<file path="src/rtl/token_bucket_rate_limiter_top_defines.svh">
// ----------------------------------------------------------------------------
// Assertion macros for the token bucket rate limiter
// ----------------------------------------------------------------------------
`ifndef TOKEN_BUCKET_RATE_LIMITER_TOP_DEFINES_SVH
`define TOKEN_BUCKET_RATE_LIMITER_TOP_DEFINES_SVH

// condition must hold at every edge out of reset
`define TBRL_ASSERT_ALWAYS(lbl, clk, rstn, cond, msg) \
    lbl: assert property (@(posedge clk) disable iff (!rstn) (cond)) else $error(msg);

// antecedent implies consequent in the same cycle
`define TBRL_ASSERT_IMPLY(lbl, clk, rstn, ante, cons, msg) \
    lbl: assert property (@(posedge clk) disable iff (!rstn) (ante) |-> (cons)) else $error(msg);

`endif

</file>
<file path="src/rtl/tbrl_pkg.sv">
// ----------------------------------------------------------------------------
// tbrl_pkg
// Shared types and constants of the token bucket rate limiter.
// ----------------------------------------------------------------------------
`timescale 1ns / 1ps

package tbrl_pkg;

    localparam int DEF_FRAC_BITS = 16;
    localparam int DEF_TIME_BITS = 48;

    localparam int OP_W    = 2;
    localparam int RATE_W  = 32;
    localparam int CAP_W   = 24;
    localparam int TOK_W   = 24;
    localparam int WAIT_W  = 32;
    localparam int CFG_W   = 32;
    localparam int CHUNK_W = 16;

    localparam logic [0:0] CFG_RATE = 1'b0;
    localparam logic [0:0] CFG_CAP  = 1'b1;

    typedef enum logic [OP_W-1:0] {
        OP_CONSUME = 2'd0,
        OP_PROBE   = 2'd1,
        OP_WAIT    = 2'd2,
        OP_AVAIL   = 2'd3
    } op_t;

    typedef enum logic [2:0] {
        ST_IDLE,
        ST_MUL,
        ST_PROJ,
        ST_ACT,
        ST_DIV,
        ST_FIN,
        ST_DONE
    } state_t;

endpackage

</file>
<file path="src/rtl/token_bucket_rate_limiter_top.sv">
// ----------------------------------------------------------------------------
// Token bucket rate limiter
// Refills at a Q16.16 rate per tick up to an integer capacity and answers
// consume, probe, wait-time and available-token requests.
// ----------------------------------------------------------------------------
// Usage:
//  - s_* channel takes one item (opcode, tokens, now_time); m_* returns one
//    result item (granted, wait_ticks, available_tokens) per item, in order.
//  - cfg_* writes rate_per_tick (index 0) or capacity (index 1); write only
//    while no item is in flight. cfg_ready is always high.
//  - A two-entry queue sits between the classifier and the engine, so two
//    items are taken while the engine or the receiver is stalled.
//  - Items answered without the bucket (limiting off, or zero tokens on a
//    request other than an available query) skip the refill. Others
//    refill from E elapsed-time bits, E = 26 + FRAC_BITS (+ 16 - FRAC_BITS
//    when FRAC_BITS < 16), by one 32x16 partial product per cycle.
//  - Wait queries with a deficit also run a bit-serial divider of width
//    NUM_W = 25 + FRAC_BITS (+ 16 - FRAC_BITS when below 16), 41 at default.
//  - One item is in the engine at a time, until its result is passed on.
//  - Reset: rate 0 (limiting off), capacity 1, bucket full, time mark zero.
//  - m_valid holds with its result until m_ready; the engine then waits.
// ----------------------------------------------------------------------------
`timescale 1ns / 1ps

module token_bucket_rate_limiter_top #(
    parameter int FRAC_BITS = tbrl_pkg::DEF_FRAC_BITS,
    parameter int TIME_BITS = tbrl_pkg::DEF_TIME_BITS
) (
    input  logic                        aclk,
    input  logic                        aresetn,
    input  logic                        s_valid,
    output logic                        s_ready,
    input  logic [tbrl_pkg::OP_W-1:0]   s_opcode,
    input  logic [tbrl_pkg::TOK_W-1:0]  s_tokens,
    input  logic [TIME_BITS-1:0]        s_now_time,
    output logic                        m_valid,
    input  logic                        m_ready,
    output logic                        m_granted,
    output logic [tbrl_pkg::WAIT_W-1:0] m_wait_ticks,
    output logic [tbrl_pkg::TOK_W-1:0]  m_available_tokens,
    input  logic                        cfg_valid,
    output logic                        cfg_ready,
    input  logic [0:0]                  cfg_index,
    input  logic [tbrl_pkg::CFG_W-1:0]  cfg_data
);
    import tbrl_pkg::*;

    `include "token_bucket_rate_limiter_top_defines.svh"

    localparam int ITEM_W = 2 * TOK_W + OP_W + TIME_BITS + 1;

    logic [RATE_W-1:0] rate_reg, rate_next;
    logic [CAP_W-1:0]  cap_reg, cap_next;
    logic [ITEM_W-1:0] f_item;
    logic              q_valid;
    logic              q_ready;
    logic [ITEM_W-1:0] q_data;

    assign cfg_ready = 1'b1;

    always_comb begin
        rate_next = rate_reg;
        cap_next  = cap_reg;
        if (cfg_valid) begin
            if (cfg_index == CFG_RATE) begin
                rate_next = cfg_data[RATE_W-1:0];
            end else begin
                // zero capacity reads as one
                cap_next = (cfg_data[CAP_W-1:0] == '0) ? CAP_W'(1) : cfg_data[CAP_W-1:0];
            end
        end
    end

    always_ff @(posedge aclk) begin
        if (!aresetn) begin
            rate_reg <= '0;
            cap_reg  <= CAP_W'(1);
        end else begin
            rate_reg <= rate_next;
            cap_reg  <= cap_next;
        end
    end

    tbrl_front #(
        .TIME_BITS (TIME_BITS),
        .ITEM_W    (ITEM_W)
    ) u_front (
        .s_opcode   (s_opcode),
        .s_tokens   (s_tokens),
        .s_now_time (s_now_time),
        .rate       (rate_reg),
        .capacity   (cap_reg),
        .item       (f_item)
    );

    tbrl_queue #(
        .W (ITEM_W)
    ) u_queue (
        .aclk      (aclk),
        .aresetn   (aresetn),
        .in_valid  (s_valid),
        .in_ready  (s_ready),
        .in_data   (f_item),
        .out_valid (q_valid),
        .out_ready (q_ready),
        .out_data  (q_data)
    );

    tbrl_back #(
        .FRAC_BITS (FRAC_BITS),
        .TIME_BITS (TIME_BITS),
        .ITEM_W    (ITEM_W)
    ) u_back (
        .aclk               (aclk),
        .aresetn            (aresetn),
        .rate               (rate_reg),
        .capacity           (cap_reg),
        .q_valid            (q_valid),
        .q_ready            (q_ready),
        .q_data             (q_data),
        .m_valid            (m_valid),
        .m_ready            (m_ready),
        .m_granted          (m_granted),
        .m_wait_ticks       (m_wait_ticks),
        .m_available_tokens (m_available_tokens)
    );

    `TBRL_ASSERT_ALWAYS(a_cap_nonzero, aclk, aresetn, cap_reg != '0, "capacity is zero")
    `TBRL_ASSERT_IMPLY(a_grant_excl, aclk, aresetn, m_valid && m_granted, m_wait_ticks == '0 && m_available_tokens == '0, "grant with other fields set")
    `TBRL_ASSERT_IMPLY(a_rate_off, aclk, aresetn, m_valid && rate_reg == '0, m_granted || (m_wait_ticks == '0 && m_available_tokens == '0), "disabled limiter gave wait or tokens")

endmodule

</file>
<file path="src/rtl/tbrl_queue.sv">
// ----------------------------------------------------------------------------
// tbrl_queue
// Two-entry queue between the front and back parts.
// ----------------------------------------------------------------------------
`timescale 1ns / 1ps

module tbrl_queue #(
    parameter int W = 8
) (
    input  logic         aclk,
    input  logic         aresetn,
    input  logic         in_valid,
    output logic         in_ready,
    input  logic [W-1:0] in_data,
    output logic         out_valid,
    input  logic         out_ready,
    output logic [W-1:0] out_data
);
    logic [W-1:0] mem_reg [2];
    logic         wr_ptr_reg, wr_ptr_next;
    logic         rd_ptr_reg, rd_ptr_next;
    logic [1:0]   cnt_reg, cnt_next;
    logic         push, pop;

    assign in_ready  = (cnt_reg != 2'd2);
    assign out_valid = (cnt_reg != 2'd0);
    assign out_data  = mem_reg[rd_ptr_reg];
    assign push      = in_valid && in_ready;
    assign pop       = out_valid && out_ready;

    always_comb begin
        wr_ptr_next = push ? ~wr_ptr_reg : wr_ptr_reg;
        rd_ptr_next = pop ? ~rd_ptr_reg : rd_ptr_reg;
        cnt_next    = cnt_reg + {1'b0, push} - {1'b0, pop};
    end

    always_ff @(posedge aclk) begin
        if (!aresetn) begin
            wr_ptr_reg <= 1'b0;
            rd_ptr_reg <= 1'b0;
            cnt_reg    <= 2'd0;
        end else begin
            wr_ptr_reg <= wr_ptr_next;
            rd_ptr_reg <= rd_ptr_next;
            cnt_reg    <= cnt_next;
        end
    end

    always_ff @(posedge aclk) begin
        if (push) begin
            mem_reg[wr_ptr_reg] <= in_data;
        end
    end

endmodule

</file>
<file path="src/rtl/tbrl_front.sv">
// ----------------------------------------------------------------------------
// tbrl_front
// Classifies incoming items: clamps the request to capacity and flags
// items answered without touching the bucket.
// ----------------------------------------------------------------------------
`timescale 1ns / 1ps

module tbrl_front #(
    parameter int TIME_BITS = tbrl_pkg::DEF_TIME_BITS,
    parameter int ITEM_W    = 2 * tbrl_pkg::TOK_W + tbrl_pkg::OP_W + TIME_BITS + 1
) (
    input  logic [tbrl_pkg::OP_W-1:0]   s_opcode,
    input  logic [tbrl_pkg::TOK_W-1:0]  s_tokens,
    input  logic [TIME_BITS-1:0]        s_now_time,
    input  logic [tbrl_pkg::RATE_W-1:0] rate,
    input  logic [tbrl_pkg::CAP_W-1:0]  capacity,
    output logic [ITEM_W-1:0]           item
);
    import tbrl_pkg::*;

    logic [TOK_W-1:0] req;
    logic             fast;
    logic             rate_off;

    always_comb begin
        rate_off = (rate == '0);
        req      = (s_tokens < capacity) ? s_tokens : capacity;
        // disabled limiting or zero tokens answers at once; an available
        // query answers at once only when limiting is disabled
        if (op_t'(s_opcode) == OP_AVAIL) begin
            fast = rate_off;
        end else begin
            fast = rate_off || (s_tokens == '0);
        end
        item = {s_opcode, s_tokens, req, s_now_time, fast};
    end

endmodule

</file>
<file path="src/rtl/tbrl_back.sv">
// ----------------------------------------------------------------------------
// tbrl_back
// Bucket engine: refill by chunked multiply, projection, decision, and a
// bit-serial divider for wait queries. Holds the bucket state and result.
// ----------------------------------------------------------------------------
`timescale 1ns / 1ps

module tbrl_back #(
    parameter int FRAC_BITS = tbrl_pkg::DEF_FRAC_BITS,
    parameter int TIME_BITS = tbrl_pkg::DEF_TIME_BITS,
    parameter int ITEM_W    = 2 * tbrl_pkg::TOK_W + tbrl_pkg::OP_W + TIME_BITS + 1
) (
    input  logic                        aclk,
    input  logic                        aresetn,
    input  logic [tbrl_pkg::RATE_W-1:0] rate,
    input  logic [tbrl_pkg::CAP_W-1:0]  capacity,
    input  logic                        q_valid,
    output logic                        q_ready,
    input  logic [ITEM_W-1:0]           q_data,
    output logic                        m_valid,
    input  logic                        m_ready,
    output logic                        m_granted,
    output logic [tbrl_pkg::WAIT_W-1:0] m_wait_ticks,
    output logic [tbrl_pkg::TOK_W-1:0]  m_available_tokens
);
    import tbrl_pkg::*;

    localparam int SD     = (FRAC_BITS < 16) ? 16 - FRAC_BITS : 0;
    localparam int SU     = (FRAC_BITS > 16) ? FRAC_BITS - 16 : 0;
    localparam int BAL_W  = CAP_W + 2 + FRAC_BITS;
    localparam int EL_W   = BAL_W + SD;
    localparam int CH     = (EL_W + CHUNK_W - 1) / CHUNK_W;
    localparam int EP_W   = CH * CHUNK_W;
    localparam int ACC_W  = EP_W + RATE_W;
    localparam int P_W    = ACC_W - SD + SU;
    localparam int XW     = (TIME_BITS > EP_W) ? TIME_BITS : EP_W;
    localparam int NUM_W  = CAP_W + 1 + FRAC_BITS + SD;
    localparam int DEN_W  = RATE_W + SU;
    localparam int CNT_W  = $clog2(NUM_W);

    // unpacked item
    logic [OP_W-1:0]      i_op;
    logic [TOK_W-1:0]     i_tok;
    logic [TOK_W-1:0]     i_req;
    logic [TIME_BITS-1:0] i_now;
    logic                 i_fast;

    state_t state_reg, state_next;

    op_t                     op_reg, op_next;
    logic [TOK_W-1:0]        tok_reg, tok_next;
    logic [TOK_W-1:0]        req_reg, req_next;
    logic [TIME_BITS-1:0]    now_reg, now_next;
    logic [EP_W-1:0]         elap_reg, elap_next;
    logic [ACC_W-1:0]        acc_reg, acc_next;
    logic [CNT_W-1:0]        cnt_reg, cnt_next;
    logic signed [BAL_W-1:0] proj_reg, proj_next;
    logic [DEN_W-1:0]        rem_reg, rem_next;
    logic [NUM_W-1:0]        quo_reg, quo_next;
    logic signed [BAL_W-1:0] bal_reg, bal_next;
    logic [TIME_BITS-1:0]    last_reg, last_next;
    logic                    res_gr_reg, res_gr_next;
    logic [WAIT_W-1:0]       res_wait_reg, res_wait_next;
    logic [TOK_W-1:0]        res_av_reg, res_av_next;
    logic                    m_valid_reg, m_valid_next;
    logic                    m_gr_reg, m_gr_next;
    logic [WAIT_W-1:0]       m_wait_reg, m_wait_next;
    logic [TOK_W-1:0]        m_av_reg, m_av_next;

    // datapath temporaries
    logic [TIME_BITS-1:0]    el;
    logic [XW-1:0]           elx;
    logic [RATE_W+CHUNK_W-1:0] prod;
    logic signed [BAL_W-1:0] cq;
    logic signed [BAL_W:0]   hr;
    logic [P_W-1:0]          p_w;
    logic signed [BAL_W-1:0] req_q;
    logic signed [BAL_W-1:0] tok_q;
    logic signed [BAL_W:0]   deficit;
    logic [NUM_W-1:0]        num;
    logic [DEN_W-1:0]        den;
    logic [DEN_W:0]          rem_sh;
    logic [NUM_W:0]          q_up;
    logic                    ok;
    logic                    slot_free;
    logic                    div_last;
    logic                    mul_last;

    assign {i_op, i_tok, i_req, i_now, i_fast} = q_data;

    assign cq    = BAL_W'({capacity, {FRAC_BITS{1'b0}}});
    assign req_q = BAL_W'({req_reg, {FRAC_BITS{1'b0}}});
    assign tok_q = BAL_W'({tok_reg, {FRAC_BITS{1'b0}}});
    assign den   = DEN_W'({rate, {SU{1'b0}}});
    assign slot_free = !m_valid_reg || m_ready;
    assign mul_last  = (cnt_reg == '0);
    assign div_last  = (cnt_reg == '0);

    assign q_ready            = (state_reg == ST_IDLE);
    assign m_valid            = m_valid_reg;
    assign m_granted          = m_gr_reg;
    assign m_wait_ticks       = m_wait_reg;
    assign m_available_tokens = m_av_reg;

    // next state
    always_comb begin
        state_next = state_reg;
        unique case (state_reg)
            ST_IDLE: begin
                if (q_valid) begin
                    state_next = i_fast ? ST_DONE : ST_MUL;
                end
            end
            ST_MUL: begin
                if (mul_last) begin
                    state_next = ST_PROJ;
                end
            end
            ST_PROJ: state_next = ST_ACT;
            ST_ACT: begin
                if (op_reg == OP_WAIT && deficit > 0) begin
                    state_next = ST_DIV;
                end else begin
                    state_next = ST_DONE;
                end
            end
            ST_DIV: begin
                if (div_last) begin
                    state_next = ST_FIN;
                end
            end
            ST_FIN: state_next = ST_DONE;
            ST_DONE: begin
                if (slot_free) begin
                    state_next = ST_IDLE;
                end
            end
            default: state_next = ST_IDLE;
        endcase
    end

    // datapath
    always_comb begin
        op_next       = op_reg;
        tok_next      = tok_reg;
        req_next      = req_reg;
        now_next      = now_reg;
        elap_next     = elap_reg;
        acc_next      = acc_reg;
        cnt_next      = cnt_reg;
        proj_next     = proj_reg;
        rem_next      = rem_reg;
        quo_next      = quo_reg;
        bal_next      = bal_reg;
        last_next     = last_reg;
        res_gr_next   = res_gr_reg;
        res_wait_next = res_wait_reg;
        res_av_next   = res_av_reg;
        m_valid_next  = m_valid_reg && !m_ready;
        m_gr_next     = m_gr_reg;
        m_wait_next   = m_wait_reg;
        m_av_next     = m_av_reg;

        el      = (i_now > last_reg) ? i_now - last_reg : '0;
        elx     = XW'(el);
        prod    = rate * elap_reg[EP_W-1 -: CHUNK_W];
        hr      = {cq[BAL_W-1], cq} - {bal_reg[BAL_W-1], bal_reg};
        p_w     = P_W'(acc_reg >> SD) << SU;
        deficit = {req_q[BAL_W-1], req_q} - {proj_reg[BAL_W-1], proj_reg};
        num     = NUM_W'(deficit) << SD;
        ok      = (proj_reg >= req_q);
        rem_sh  = {rem_reg, quo_reg[NUM_W-1]};
        q_up    = (NUM_W+1)'(quo_reg) + (NUM_W+1)'(rem_reg != '0);

        unique case (state_reg)
            ST_IDLE: begin
                if (q_valid) begin
                    op_next       = op_t'(i_op);
                    tok_next      = i_tok;
                    req_next      = i_req;
                    now_next      = i_now;
                    // saturate elapsed time: beyond this the bucket fills anyway
                    if ((elx >> EL_W) != '0) begin
                        elap_next = EP_W'({EL_W{1'b1}});
                    end else begin
                        elap_next = EP_W'(elx[EL_W-1:0]);
                    end
                    acc_next      = '0;
                    cnt_next      = CNT_W'(CH - 1);
                    res_gr_next   = (op_t'(i_op) == OP_CONSUME) || (op_t'(i_op) == OP_PROBE);
                    res_wait_next = '0;
                    res_av_next   = '0;
                end
            end
            ST_MUL: begin
                acc_next  = (acc_reg << CHUNK_W) + ACC_W'(prod);
                elap_next = elap_reg << CHUNK_W;
                cnt_next  = cnt_reg - 1'b1;
            end
            ST_PROJ: begin
                if (bal_reg >= cq || p_w >= P_W'(hr[BAL_W-1:0])) begin
                    proj_next = cq;
                end else begin
                    proj_next = bal_reg + BAL_W'(p_w);
                end
            end
            ST_ACT: begin
                res_gr_next   = 1'b0;
                res_wait_next = '0;
                res_av_next   = '0;
                case (op_reg)
                    OP_CONSUME: begin
                        res_gr_next = ok;
                        bal_next    = ok ? proj_reg - tok_q : proj_reg;
                        if (now_reg > last_reg) begin
                            last_next = now_reg;
                        end
                    end
                    OP_PROBE: res_gr_next = ok;
                    OP_WAIT: begin
                        quo_next = num;
                        rem_next = '0;
                        cnt_next = CNT_W'(NUM_W - 1);
                    end
                    default: begin
                        if (proj_reg > 0) begin
                            res_av_next = proj_reg[FRAC_BITS +: TOK_W];
                        end
                    end
                endcase
            end
            ST_DIV: begin
                // restoring division, one quotient bit per cycle
                if (rem_sh >= {1'b0, den}) begin
                    rem_next = DEN_W'(rem_sh - {1'b0, den});
                    quo_next = {quo_reg[NUM_W-2:0], 1'b1};
                end else begin
                    rem_next = rem_sh[DEN_W-1:0];
                    quo_next = {quo_reg[NUM_W-2:0], 1'b0};
                end
                cnt_next = cnt_reg - 1'b1;
            end
            ST_FIN: begin
                if ((q_up >> WAIT_W) != '0) begin
                    res_wait_next = '1;
                end else begin
                    res_wait_next = q_up[WAIT_W-1:0];
                end
            end
            ST_DONE: begin
                if (slot_free) begin
                    m_valid_next = 1'b1;
                    m_gr_next    = res_gr_reg;
                    m_wait_next  = res_wait_reg;
                    m_av_next    = res_av_reg;
                end
            end
            default: ;
        endcase
    end

    always_ff @(posedge aclk) begin
        if (!aresetn) begin
            state_reg   <= ST_IDLE;
            cnt_reg     <= '0;
            bal_reg     <= BAL_W'({1'b1, {FRAC_BITS{1'b0}}});
            last_reg    <= '0;
            m_valid_reg <= 1'b0;
        end else begin
            state_reg   <= state_next;
            cnt_reg     <= cnt_next;
            bal_reg     <= bal_next;
            last_reg    <= last_next;
            m_valid_reg <= m_valid_next;
        end
    end

    always_ff @(posedge aclk) begin
        op_reg       <= op_next;
        tok_reg      <= tok_next;
        req_reg      <= req_next;
        now_reg      <= now_next;
        elap_reg     <= elap_next;
        acc_reg      <= acc_next;
        proj_reg     <= proj_next;
        rem_reg      <= rem_next;
        quo_reg      <= quo_next;
        res_gr_reg   <= res_gr_next;
        res_wait_reg <= res_wait_next;
        res_av_reg   <= res_av_next;
        m_gr_reg     <= m_gr_next;
        m_wait_reg   <= m_wait_next;
        m_av_reg     <= m_av_next;
    end

endmodule
</file>
<file path="config.mk">
export PLATFORM = sky130hd
export DESIGN_NAME = token_bucket_rate_limiter_top
export DESIGN_NICKNAME = d
export VERILOG_FILES = /design/src/rtl/tbrl_pkg.sv /design/src/rtl/token_bucket_rate_limiter_top.sv /design/src/rtl/tbrl_queue.sv /design/src/rtl/tbrl_front.sv /design/src/rtl/tbrl_back.sv
export VERILOG_INCLUDE_DIRS = /design/src /design/src/rtl
export SDC_FILE = /design/constraint.sdc
export NUM_CORES = 2
export LEC_CHECK = 0
export BUFFER_PORTS_ARGS = -buffer_cell sky130_fd_sc_hd__buf_2
export CORE_AREA = 2 2 390 392
export CTS_BUF_LIST = sky130_fd_sc_hd__clkbuf_2
export DETAILED_ROUTE_END_ITERATION = 10
export DIE_AREA = 0 0 392 394
export GPL_TIMING_DRIVEN = 1
export MAX_ROUTING_LAYER = met4
export PLACE_DENSITY_LB_ADDON = 0.12
export SYNTH_ARGS = -nofsm -noshare
export SYNTH_HDL_FRONTEND = slang
export SYNTH_SLANG_ARGS = --single-unit
</file>
<file path="constraint.sdc">
create_clock -name aclk -period 10.5 [get_ports aclk]
set_input_delay 0.525 -clock aclk [delete_from_list [all_inputs] [get_ports aclk]]
set_output_delay 0.525 -clock aclk [all_outputs]
set_load 0.1 [all_outputs]
</file>
==> parameters.txt <==
Parameter                              Value

Run status
  Result of the run ... finished clean

Setup path
  Worst r2r path cells ... 23
  Beginning of the worst register-to-register path ... u_back.elap_reg[41]
  Required time worst endpoint ... 11,940 ps
  CP cell instances ... buf_4, nand2_1, fa_1, inv_1, fa_1, fa_1, fa_1, fa_1, inv_1, fa_1, inv_1, ha_1, nand2_1, nor3_1, and2_1, and4_1, a32oi_1, a31oi_1, a41oi_1, o311a_1, nor3_1, o2111ai_1, mux2i_1
  Slowest cell on crit path ... sky130_fd_sc_hd__edfxtp_1
  CP Capture Type ... register
  Kind of cell adding the most delay to the critical path ... adder cells
  Cell with the most instances on the worst path ... sky130_fd_sc_hd__fa_1
  Worst reg2reg path endpoint ... u_back.acc_reg[74]
  Count of buffering cells on the critical path with inverters included ... 4
  Worst EP arrival ... 9950 ps
  Crit Path Class ... reg2reg
  CP peak stage delay ... 920 ps
  Critical Path Fanout Max ... 20
  Register-to-Register Setup Slack ... 1990 ps
  Type of element launching the critical path ... register

Floorplan
  Initial Util ... 0.416
  Core outline area ... 151,000 um^2
  Row Count ... 143
  I/O pin count ... 172
  Full die area ... 154,000 um^2
  Die height ... 394 um
  Chip width ... 392 um

Clocking
  Resized Gates After CTS ... 0
  Worst-skew pair later-pin latency ... 1810 ps
  Post-CTS clock slew at the launch and capture registers of the worst setup and hold paths ... 120 ps
  Clock buffer depth ... 3
  Num Clock Sinks ... 814
  H-tree depth reported by CTS ... 4
  Number of clock buffers inserted by TritonCTS ... 217
  Root buffer cell ... sky130_fd_sc_hd__clkbuf_2
  Clock tree from TritonCTS ... done

Global route
  Maximum number of pins on one net before global-route repair ... 79
  Overall Global Routing Usage ... 0.260
  Initial antenna violation count ... 11
  First-pass GRT wire length ... 296,000 um
  Global-route congestion overflow total ... 0
  Number of global-route vias before repair ... 49,568

Worst hold path
  Hold/Removal Path Class ... in2reg
  Terminating pin of the worst hold path ... u_queue.mem_reg[0][0]
  Worst hold path stage count ... 5
  Origin of the worst min-delay path ... s_tokens[18]

Timing
  Total count of max-transition violations in the final report ... 0
  Period utilization ... 0.810
  Slew at the pin closest to its max-slew limit ... 1260 ps
  Accumulated negative setup slack ... 0 ps
  RSZ-0062 raised after global routing ... false
  Hold violation total from the final report ... 0
  Finish-stage setup viols ... 0
  Post-route minimum period ... 8510 ps
  Headroom to the max-slew limit ... 0.159
  Timing-limited maximum frequency ... 118 MHz
  Hold slack ... 235 ps
  Clock skew ... 241 ps

Cells and area
  NumNets Final ... 7,887
  Max FFs per register ... 198
  Core occupancy in the finished layout ... 0.472
  Sequential standard cell area ... 22,800 um^2
  Layout cell share with drive strength beyond 1 ... 0.112
  Area occupied by multi-input gates ... 35,600 um^2
  Number of fill cells in the layout ... 14,589
  Relative area change from synthesis to final layout ... 13.3%

Power
  Switching share of power ... 0.482
  Final total power ... 0.0189 W
  Leak Pwr ... 30.1 nW
  Relative contribution of combinational cells to total power ... 0.571
  Peak supply drop ... 0.256 mV
  Internal Power ... 0.00978 W
  Reg power frac ... 0.298
  Clock Power Share ... 0.131
  Sw power ... 0.00911 W
  Power density normalized to cell area ... 266 nW/um^2

Yosys
  Parity-gate share of the synthesized area counting xor and xnor cells ... 0.0404
  Area leader, netlist ... sky130_fd_sc_hd__edfxtp_1
  Number of enable flip-flop cells after synthesis ... 653
  Area share of and/or/nand/nor cells after synthesis ... 0.144
  Net count of the mapped netlist ... 7,394
  Largest cells by area after synthesis ... sky130_fd_sc_hd__edfxtp_1, sky130_fd_sc_hd__fa_1, sky130_fd_sc_hd__ha_1, sky130_fd_sc_hd__inv_1, sky130_fd_sc_hd__dfxtp_1
  Post-synth ARST share ... 0
  Main combinational cell family by area after synthesis ... adder cells
  Synthesized instance count ... 6,378
  Proportion of synthesized chip area in sequential cells ... 0.364
  Dominant cell by count in the synthesized netlist ... sky130_fd_sc_hd__inv_1
  Top-area cell type share of the netlist area ... 0.313
  Mean instance size in the synthesized netlist ... 9.83 um^2
  Seq cells post-synth ... 814
  Most used flip-flop cell after synthesis ... sky130_fd_sc_hd__edfxtp_1
  Proportion of synthesized area in mux cells ... 0.0266
  Count of distinct cell types in the synthesized netlist ... 88
  Summed instance area of the synthesized netlist ... 62,700 um^2
  Ranking of synthesized cells by instance count ... sky130_fd_sc_hd__inv_1, sky130_fd_sc_hd__nand2_1, sky130_fd_sc_hd__edfxtp_1, sky130_fd_sc_hd__fa_1, sky130_fd_sc_hd__ha_1
  Warnings, synthesis ... 0
  Post-synthesis compound-gate area fraction ... 0.120
  Adder-cell share of the synthesized area ... 0.235

Detailed routing
  Met2 routed wirelength ... 92,600 um
  Remaining design rule violation count ... 0
  Remaining antenna violation count ... 0
  Total vias in the final route ... 48,623
  Number of design-rule violations left by the first detailed-router iteration ... 3,100
  Routed length on met1 ... 84,100 um
  Detailed-routed wire length on met3 ... 9530 um
  Per-cell via count in the routed design ... 5.35
  Detailed-route wire length ... 195,000 um
  Uppermost signal routing layer after detailed routing ... met4
  DRT Pass-1 Iters ... 6
  Mean routed wirelength per cell ... 21.4 um

Placed design
  Gp weighted congestion ... 0.951
  Number of port buffers ... 170
  Post-detailed-placement half-perimeter wirelength ... 146,000 um

Run
  MaxCap Viol Count ... 0
[what timing repair did]
action                    4_1_cts  5_1_grt
buffers inserted                0        0
hold endpoints to repair      520        0
hold buffers                  321        0
[metal layers]
metal,GRT usage,vias to the layer above
li1,-,22900
met5,-,-
met2,0.415,1282
met4,0.107,0
met1,0.328,24106
met3,0.0397,335
[cell families after synthesis]
family / after synthesis
xor+xnor: 289
fa+ha+maj: 904
buf+inv: 1164
simple gates: 1874
other cells: 1
flops: 814
mux: 151
compound gates: 1181
[stage by stage]
stage | cell area (um^2) | cells | worst slack (ps)
global placement | 65700 | 8361 | 2120
floorplan | 62700 | 6378 | 3250
CTS | 71100 | 9083 | 1960
finish | 71100 | 9092 | 1990
detailed placement | 65700 | 8361 | 2030
global route | 71100 | 9092 | 1550
[final cells by class]
cell class,instances,share of cell area
multi-input cells,4400,0.501
flip-flops and latches,814,0.321
repair buffers,560,0.0646
inverters,878,0.0464
well taps,2030,0.0357
clock buffers,340,0.0239
clock inverters,61,0.00664
diodes,9,0.000317
[power groups by stage]
| stage | combinational [W] | sequential, W | clock, W |
|---|---|---|---|
| after floorplan | 0.00777 | 0.00538 | 0 |
| after global placement | 0.0106 | 0.00569 | 0 |
| after detailed placement | 0.0106 | 0.00569 | 0 |
| after CTS | 0.0108 | 0.00563 | 0.00257 |
| after global routing | 0.0120 | 0.00571 | 0.00273 |
| final | 0.0108 | 0.00563 | 0.00248 |
[worst reg2reg max path: stages (launching register included)]
cell and delay (ps):
sky130_fd_sc_hd__edfxtp_1 920, sky130_fd_sc_hd__buf_4 360, sky130_fd_sc_hd__nand2_1 110, sky130_fd_sc_hd__fa_1 570, sky130_fd_sc_hd__inv_1 50, sky130_fd_sc_hd__fa_1 520, sky130_fd_sc_hd__fa_1 450, sky130_fd_sc_hd__fa_1 530
sky130_fd_sc_hd__fa_1 550, sky130_fd_sc_hd__inv_1 60, sky130_fd_sc_hd__fa_1 530, sky130_fd_sc_hd__inv_1 40, sky130_fd_sc_hd__ha_1 410, sky130_fd_sc_hd__nand2_1 110, sky130_fd_sc_hd__nor3_1 260, sky130_fd_sc_hd__and2_1 220
sky130_fd_sc_hd__and4_1 190, sky130_fd_sc_hd__a32oi_1 180, sky130_fd_sc_hd__a31oi_1 560, sky130_fd_sc_hd__a41oi_1 330, sky130_fd_sc_hd__o311a_1 640, sky130_fd_sc_hd__nor3_1 380, sky130_fd_sc_hd__o2111ai_1 180, sky130_fd_sc_hd__mux2i_1 150
[worst max path at each step]
| stage | startpoint | slack (ps) | end | cells past startpoint |
|---|---|---|---|---|
| after floorplan | rate_reg[11] | 3250 | u_back.acc_reg[66] | 26 |
| after CTS | rate_reg[13] | 1960 | u_back.acc_reg[74] | 22 |
| after detailed placement | u_back.elap_reg[41] | 2030 | u_back.acc_reg[74] | 23 |
| after global placement | u_back.elap_reg[41] | 2120 | u_back.acc_reg[74] | 23 |
| final | u_back.elap_reg[41] | 1990 | u_back.acc_reg[74] | 23 |
| after global routing | u_back.elap_reg[41] | 1550 | u_back.acc_reg[68] | 23 |
[cell usage in the layout (no fill, tap or decap), drive strengths merged, types with 124 or more instances in the layout]
master       synthesis  layout
xor2               124     124
nand2              697     697
nand3              144     144
fa                 454     454
nor2               326     326
and2               266     266
dlygate4sd3          0     320
edfxtp             653     653
a21oi              405     405
clkbuf             261     340
mux2               126     126
dfxtp              161     161
buf                 25     240
xnor2              165     165
inv                876     886
o21ai              191     191
a21o               155     155
ha                 450     450
(Power assumes the default switching activity.)
